<file path="src/design/lncs_pkg.sv">
// Package for the LCD nibble command sequencer: microcode word types and program ROM.
package lncs_pkg;

	// Micro program counter width; the program has 17 steps
	localparam int unsigned UPC_W = 5;

	// Datapath actions that one micro step may perform
	typedef enum logic [2:0] {
		A_NONE,
		A_ENQ,      // push request, arm tick, acknowledge
		A_IDLE,     // idle tick: disarm or go to prepare
		A_PREP,     // prepare tick: dequeue or fall back to idle
		A_BUSY,     // check-busy tick: go to prepare
		A_EMIT,     // emit one expander byte
		A_SENDEND   // clear held command, go to check-busy
	} act_t;

	// Branch conditions tested by a micro step
	typedef enum logic [2:0] {
		C_NEVER,
		C_ALWAYS,
		C_TICK,
		C_DISARMED,
		C_ST_IDLE,
		C_ST_PREP,
		C_ST_SEND,
		C_NOT_HELD
	} cond_t;

	// One control word: when cond holds, finish if fin is set, else jump to target; otherwise step on
	typedef struct packed {
		act_t             act;
		cond_t            cond;
		logic [UPC_W-1:0] target;
		logic             fin;
		logic             nib_lo;
		logic             en;
		logic             last;
	} uword_t;

	// Program addresses
	localparam logic [UPC_W-1:0] U_DISPATCH = 5'd0;
	localparam logic [UPC_W-1:0] U_ENQ      = 5'd1;
	localparam logic [UPC_W-1:0] U_TICK     = 5'd2;
	localparam logic [UPC_W-1:0] U_IDLE     = 5'd8;
	localparam logic [UPC_W-1:0] U_PREP     = 5'd10;
	localparam logic [UPC_W-1:0] U_SEND     = 5'd11;
	localparam logic [UPC_W-1:0] U_SENDEND  = 5'd16;

	// Program ROM
	function automatic uword_t ucode_rom(input logic [UPC_W-1:0] addr);
		uword_t w;
		w = '{act: A_NONE, cond: C_ALWAYS, target: U_DISPATCH, fin: 1'b1,
			nib_lo: 1'b0, en: 1'b0, last: 1'b0};
		case (addr)
			U_DISPATCH: begin
				w.cond = C_TICK; w.target = U_TICK; w.fin = 1'b0;
			end
			U_ENQ: begin
				w.act = A_ENQ; w.last = 1'b1;
			end
			U_TICK: begin
				w.cond = C_DISARMED;
			end
			5'd3: begin
				w.cond = C_ST_IDLE; w.target = U_IDLE; w.fin = 1'b0;
			end
			5'd4: begin
				w.cond = C_ST_PREP; w.target = U_PREP; w.fin = 1'b0;
			end
			5'd5: begin
				w.cond = C_ST_SEND; w.target = U_SEND; w.fin = 1'b0;
			end
			5'd6: begin
				w.act = A_BUSY;
			end
			U_IDLE: begin
				w.act = A_IDLE;
			end
			U_PREP: begin
				w.act = A_PREP;
			end
			U_SEND: begin
				w.cond = C_NOT_HELD; w.target = U_SENDEND; w.fin = 1'b0;
			end
			5'd12: begin
				w.act = A_EMIT; w.cond = C_NEVER; w.fin = 1'b0; w.en = 1'b1;
			end
			5'd13: begin
				w.act = A_EMIT; w.cond = C_NEVER; w.fin = 1'b0;
			end
			5'd14: begin
				w.act = A_EMIT; w.cond = C_NEVER; w.fin = 1'b0;
				w.nib_lo = 1'b1; w.en = 1'b1;
			end
			5'd15: begin
				w.act = A_EMIT; w.cond = C_NEVER; w.fin = 1'b0;
				w.nib_lo = 1'b1; w.last = 1'b1;
			end
			U_SENDEND: begin
				w.act = A_SENDEND;
			end
			default: begin
				w.act = A_NONE;
			end
		endcase
		return w;
	endfunction

endpackage

</file>
<file path="src/design/lcd_nibble_command_sequencer.sv">
// LCD nibble command sequencer: microcoded control over a command FIFO and byte formatter.
// Each request is taken when start is high and busy is low, and then runs a short
// microprogram, one step per clock, with busy held high until the program ends.
// Results come out one per cycle, each marked by strobe for exactly one cycle, with
// no way for the receiver to hold them off: an enqueue gives one acknowledge, a send
// tick four expander bytes on consecutive cycles. A full FIFO drops the enqueue
// and flags it on the acknowledge.
// The backlight register is written through cfg_valid/cfg_data and is always ready;
// write it only while the block is idle.
module lcd_nibble_command_sequencer #(
	parameter int unsigned QUEUE_DEPTH = 16
) (
	input  logic       clk,
	input  logic       arst_n,
	// request channel
	input  logic       start,
	output logic       busy,
	input  logic       operation,
	input  logic [1:0] register_select,
	input  logic [7:0] command_byte,
	// configuration channel
	input  logic       cfg_valid,
	output logic       cfg_ready,
	input  logic       cfg_data,
	// result channel
	output logic       strobe,
	output logic       result_kind,
	output logic [7:0] expander_byte,
	output logic       last_of_burst,
	output logic       enqueue_dropped
);
	import lncs_pkg::*;

	localparam int unsigned PTR_W = (QUEUE_DEPTH > 1) ? $clog2(QUEUE_DEPTH) : 1;
	localparam int unsigned CNT_W = $clog2(QUEUE_DEPTH + 1);
	localparam logic [PTR_W-1:0] PTR_LAST = PTR_W'(QUEUE_DEPTH - 1);
	localparam logic [CNT_W-1:0] CNT_FULL = CNT_W'(QUEUE_DEPTH);

	typedef enum logic [1:0] {
		ST_IDLE       = 2'd0,
		ST_CHECK_BUSY = 2'd1,
		ST_SEND       = 2'd2,
		ST_PREPARE    = 2'd3
	} seq_state_t;

	// control
	logic             running_q;
	logic [UPC_W-1:0] upc_q;
	// latched request
	logic             op_q;
	logic [1:0]       rs_q;
	logic [7:0]       cmd_q;
	// sequencer datapath state
	seq_state_t       seq_q;
	logic             armed_q;
	logic             backlight_q;
	logic [PTR_W-1:0] head_q;
	logic [PTR_W-1:0] tail_q;
	logic [CNT_W-1:0] count_q;
	logic [9:0]       held_q;
	logic             held_valid_q;
	logic [9:0]       queue_mem [QUEUE_DEPTH];
	// result registers
	logic             strobe_q;
	logic             kind_q;
	logic [7:0]       byte_q;
	logic             last_q;
	logic             dropped_q;

	uword_t     uw;
	logic       cond_hit;
	logic       accept;
	logic       q_empty;
	logic       q_full;
	logic       do_enq;
	logic       do_deq;
	logic [3:0] nibble;

	assign accept    = start && !running_q;
	assign busy      = running_q;
	assign cfg_ready = 1'b1;
	assign q_empty   = (count_q == '0);
	assign q_full    = (count_q == CNT_FULL);

	// current control word and its branch condition
	assign uw = ucode_rom(upc_q);
	always_comb begin
		case (uw.cond)
			C_NEVER:    cond_hit = 1'b0;
			C_ALWAYS:   cond_hit = 1'b1;
			C_TICK:     cond_hit = op_q;
			C_DISARMED: cond_hit = !armed_q;
			C_ST_IDLE:  cond_hit = (seq_q == ST_IDLE);
			C_ST_PREP:  cond_hit = (seq_q == ST_PREPARE);
			C_ST_SEND:  cond_hit = (seq_q == ST_SEND);
			C_NOT_HELD: cond_hit = !held_valid_q;
			default:    cond_hit = 1'b0;
		endcase
	end

	assign do_enq = running_q && (uw.act == A_ENQ) && !q_full;
	assign do_deq = running_q && (uw.act == A_PREP) && !q_empty;
	assign nibble = uw.nib_lo ? held_q[3:0] : held_q[7:4];

	// step counter
	always_ff @(posedge clk or negedge arst_n) begin
		if (!arst_n) begin
			running_q <= 1'b0;
			upc_q     <= U_DISPATCH;
		end else if (accept) begin
			running_q <= 1'b1;
			upc_q     <= U_DISPATCH;
		end else if (running_q) begin
			if (cond_hit && uw.fin) begin
				running_q <= 1'b0;
			end else if (cond_hit) begin
				upc_q <= uw.target;
			end else begin
				upc_q <= upc_q + 1'b1;
			end
		end
	end

	// request latch
	always_ff @(posedge clk) begin
		if (accept) begin
			op_q  <= operation;
			rs_q  <= register_select;
			cmd_q <= command_byte;
		end
	end

	// backlight register
	always_ff @(posedge clk or negedge arst_n) begin
		if (!arst_n) begin
			backlight_q <= 1'b1;
		end else if (cfg_valid && cfg_ready) begin
			backlight_q <= cfg_data;
		end
	end

	// command FIFO storage and held command
	always_ff @(posedge clk) begin
		if (do_enq) begin
			queue_mem[tail_q] <= {rs_q, cmd_q};
		end
		if (do_deq) begin
			held_q <= queue_mem[head_q];
		end
	end

	// sequencer state, tick arming and FIFO pointers
	always_ff @(posedge clk or negedge arst_n) begin
		if (!arst_n) begin
			seq_q        <= ST_IDLE;
			armed_q      <= 1'b0;
			head_q       <= '0;
			tail_q       <= '0;
			count_q      <= '0;
			held_valid_q <= 1'b0;
		end else if (running_q) begin
			case (uw.act)
				A_ENQ: begin
					armed_q <= 1'b1;
					if (!q_full) begin
						tail_q  <= (tail_q == PTR_LAST) ? '0 : tail_q + 1'b1;
						count_q <= count_q + 1'b1;
					end
				end
				A_IDLE: begin
					if (q_empty) begin
						armed_q <= 1'b0;
					end else begin
						seq_q <= ST_PREPARE;
					end
				end
				A_PREP: begin
					if (q_empty) begin
						held_valid_q <= 1'b0;
						seq_q        <= ST_IDLE;
						armed_q      <= 1'b0;
					end else begin
						head_q       <= (head_q == PTR_LAST) ? '0 : head_q + 1'b1;
						count_q      <= count_q - 1'b1;
						held_valid_q <= 1'b1;
						seq_q        <= ST_SEND;
					end
				end
				A_BUSY: begin
					seq_q <= ST_PREPARE;
				end
				A_SENDEND: begin
					held_valid_q <= 1'b0;
					seq_q        <= ST_CHECK_BUSY;
				end
				default: begin
					seq_q <= seq_q;
				end
			endcase
		end
	end

	// result strobe
	always_ff @(posedge clk or negedge arst_n) begin
		if (!arst_n) begin
			strobe_q <= 1'b0;
		end else begin
			strobe_q <= running_q && ((uw.act == A_ENQ) || (uw.act == A_EMIT));
		end
	end

	// result payload: acknowledge or formatted expander byte
	always_ff @(posedge clk) begin
		if (running_q && (uw.act == A_ENQ)) begin
			kind_q    <= 1'b0;
			byte_q    <= '0;
			last_q    <= 1'b1;
			dropped_q <= q_full;
		end else if (running_q && (uw.act == A_EMIT)) begin
			kind_q    <= 1'b1;
			byte_q    <= {nibble, backlight_q, uw.en, held_q[9:8]};
			last_q    <= uw.last;
			dropped_q <= 1'b0;
		end
	end

	assign strobe          = strobe_q;
	assign result_kind     = kind_q;
	assign expander_byte   = byte_q;
	assign last_of_burst   = last_q;
	assign enqueue_dropped = dropped_q;

endmodule

</file>
<file path="config.mk">
export PLATFORM = sky130hd
export DESIGN_NAME = lcd_nibble_command_sequencer
export DESIGN_NICKNAME = d
export VERILOG_FILES = /design/src/design/lncs_pkg.sv /design/src/design/lcd_nibble_command_sequencer.sv
export SDC_FILE = /design/constraint.sdc
export NUM_CORES = 1
export LEC_CHECK = 0
export ABC_AREA = 1
export BUFFER_PORTS_ARGS = -buffer_cell sky130_fd_sc_hd__buf_2
export CORE_AREA = 2 2 120 146
export CTS_CLUSTER_SIZE = 25
export DETAILED_ROUTE_END_ITERATION = 10
export DIE_AREA = 0 0 122 148
export PLACE_DENSITY = 0.75
export SLEW_MARGIN = 20
export SYNTH_ARGS = -nofsm -noshare
export SYNTH_HDL_FRONTEND = slang
export SYNTH_SLANG_ARGS = --single-unit
</file>
<file path="constraint.sdc">
create_clock -name clk -period 3 [get_ports clk]
set_input_delay 0.6 -clock clk [delete_from_list [all_inputs] [get_ports clk]]
set_output_delay 0.6 -clock clk [all_outputs]
set_load 0.01 [all_outputs]
</file>
==> reports/metrics.cfg <==
[sta]
holdWs_ps=120
slew_violations=0
final.setup.tns_ps=0
rsz0062_at_grt=false
layout_min_cycle_time_ps=2840
tightest_slew_ps=797
post-route-period-util_pct=94.6
max_freq_mhz=352
setup_viol=0
finalHoldViolations=0
slew_headroom_pct=46.9
clock_skew_ps=6.67

[grt]
grt_max_degree=82
grt_overflow=0
antenna_found_initial=0
grt_first_pass_wirelength_mm=31.2
track_usage_pct=22.5
grt_pass1_vias=6074

[die]
io_pins=30
start_util_pct=55.3
die_y_um=148
rows=52
die_w_um=122
core_area_um2=16600
die-area_um2=18100

[critical_path]
crit_fanout=5
reg2reg_slack_ps=160
slowest_stage=dfrtp_1
cp-start-kind=register
critPathRequiredTime_ps=3380
cp_data_arrival_time_ps=3220
cpPeakStageDelay_ps=430
critical_path_class=reg -> reg
crit_path_end_kind=register
crit_chain=ha_2 > inv_1 > nor2_1 > ha_1 > inv_1 > nand2_4 > nor2_8 > nand3b_4 > nand2_2 > inv_2 > fa_1 > nand2_1 > nand2_1 > a21oi_2 > or2_0 > nand3_2 > xor2_1

[pwr]
power_mw=8.55
ir_drop_uv=539
p_per_area_nw_per_um2=821
power.leakage_nw=3.91

[clock_tree]
cts_root_buf=clkbuf_16
post_cts_resized=0
clock_latency_ps=500
h-tree-depth=1
clkSinkCount=217
cts_setup_buffers=0
numCtsBuffers=22
cts_max_path_buffers=3
holdBufCountCts=0
clkSlewWorstSetupHoldPaths_ps=60
tritoncts=yes

[logic_synthesis]
synth_fp_nets=802
async_flop_share_pct=11.5
synth_seq_cells=217
synth_top_area_cell=edfxtp_1
yosys-top-cells-area=edfxtp_1 60%, dfrtp_1 6.5%, nor2_1 5.0%, o21ai_0 5.0%, nand2_1 3.6%
yosysWarnings=0
synth_top_area_share_pct=59.6
synth_edf_count=182
synth.avg_cell_area_um2=11.9
netlist_instances=772
ys_dominant_reg_cell=edfxtp_1
ys_seq_area_share_pct=68.6
synth_cell_types=48
syn_area_um2=9180

[detailed_routing]
drt_iter0_drc=694
via_count=6154
ant_nets=0
viasPerCell=5.86
drc_errors=0
wl_mm=20.0
routedWlPerCell_um=19.0
firstDrtPassIters=5

[final_layout]
area_delta_synth_final_pct=13.5
multi_input_area_um2=2560
final_common_cell=edfxtp_1
fillers=1260
drive_above_1_share_pct=16.4
insertedDiodeCount=0
final_area_um2=10400
layout.nets=849
regArea_um2=6290
mostFrequentLayoutCells=182 x edfxtp_1, 123 x nor2_1, 92 x o21ai_0

[outcome]
status=finished clean

[worst_hold_path]
hp-class=in -> async

[place]
port_buffers=28
post-dp-hpwl_mm=13.1
placement.cell_area_um2=9670
place.gp.congestion=0.909

[flow_run]
maxCapViolCount=0

## worst max-delay path, delay by kind of cell, from the launching register on
kind	cells	cell delay (ps)
buffers and inverters	3	220
adder cells (fa/ha/maj)	3	800
XOR/XNOR	1	140
flip-flops	1	430
AO/OA/AOI/OAI	1	140
AND/OR/NAND/NOR	9	990
## cells in the mapped netlist (all sizes together), types with 2 or more instances
| library cell | instances |
|---|---|
| a22o | 2 |
| o211ai | 6 |
| nand2 | 100 |
| a21oi | 12 |
| o31ai | 3 |
| clkbuf | 28 |
| buf | 3 |
| edfxtp | 182 |
| dfrtp | 24 |
| ha | 13 |
| nand3 | 41 |
| nand4 | 7 |
| or2 | 2 |
| xor2 | 8 |
| nor3 | 4 |
| o221ai | 15 |
| dfxtp | 10 |
| nand3b | 3 |
| nor2 | 128 |
| o21ai | 95 |
| a31oi | 2 |
| o22ai | 25 |
| inv | 52 |
## cells by family after synthesis
logic type / count (synthesis) / share of synthesized area, %
compound gates: 162 / 10.3
other cells: 1 / 0.0409
simple gates: 286 / 14.8
xor+xnor: 8 / 0.763
flops: 217 / 68.6
fa+ha+maj: 14 / 1.99
buf+inv: 84 / 3.61
## cell type report
| cell class | instances | area share [%] |
|---|---|---|
| Clock buffer | 26 | 5.63 |
| Timing Repair Buffer | 54 | 3.34 |
| Multi-Input combinational cell | 471 | 24.6 |
| Inverter | 53 | 1.96 |
| Sequential cell | 217 | 60.4 |
| Tap cell | 216 | 2.59 |
| Clock inverter | 14 | 1.51 |
## power by group
group	internal, mW	switching, mW
Clock	1.67	1.11
Combinational	0.611	1.30
Sequential	3.60	0.275
Total	5.87	2.68
## routing by layer
metal	track usage [%]	up-vias	share of wire (%)
met5	0	-	0
met4	10.3	0	4.0
met3	3.55	58	6.5
met2	37.7	265	51
met1	28.8	2979	39
li1	-	2852	-
## path summary, 6_finish.rpt
check	from	to	cells after the start
max in group asynchronous	arst_n	head_q[0]$_DFFE_PN0P_	1
max reg2reg	upc_q[0]$_DFFE_PN0P_	count_q[4]$_DFFE_PN0P_	17
min reg2reg	expander_byte[3]$_SDFFE_PP0P_	expander_byte[3]$_SDFFE_PP0P_	2
max	upc_q[0]$_DFFE_PN0P_	count_q[4]$_DFFE_PN0P_	17
min	arst_n	count_q[2]$_DFFE_PN0P_	1
min in group clk	cfg_valid	backlight_q$_DFFE_PN1P_	2
## state kept, by name (all words and copies together) (netlist names), 2 cells and up
register,flops
head_q,4
cmd_q,8
count_q,5
held_q,10
expander_byte,8
upc_q,5
queue_mem,160
rs_q,2
tail_q,4
seq_q,2
## per-stage QoR
| stage | setup slack (ps) | utilization (%) | cells |
|---|---|---|---|
| 2_1_floorplan | 243 | - | 772 |
| 3_3_place_gp | 222 | 58.3 | 1011 |
| 3_5_place_dp | 75.1 | 58.3 | 1011 |
| 4_1_cts | 62.3 | 62.8 | 1051 |
| 5_1_grt | 30.8 | 62.8 | 1051 |
| 6_report | 163 | 62.8 | 1051 |
Power figures use the tool's default switching activity.
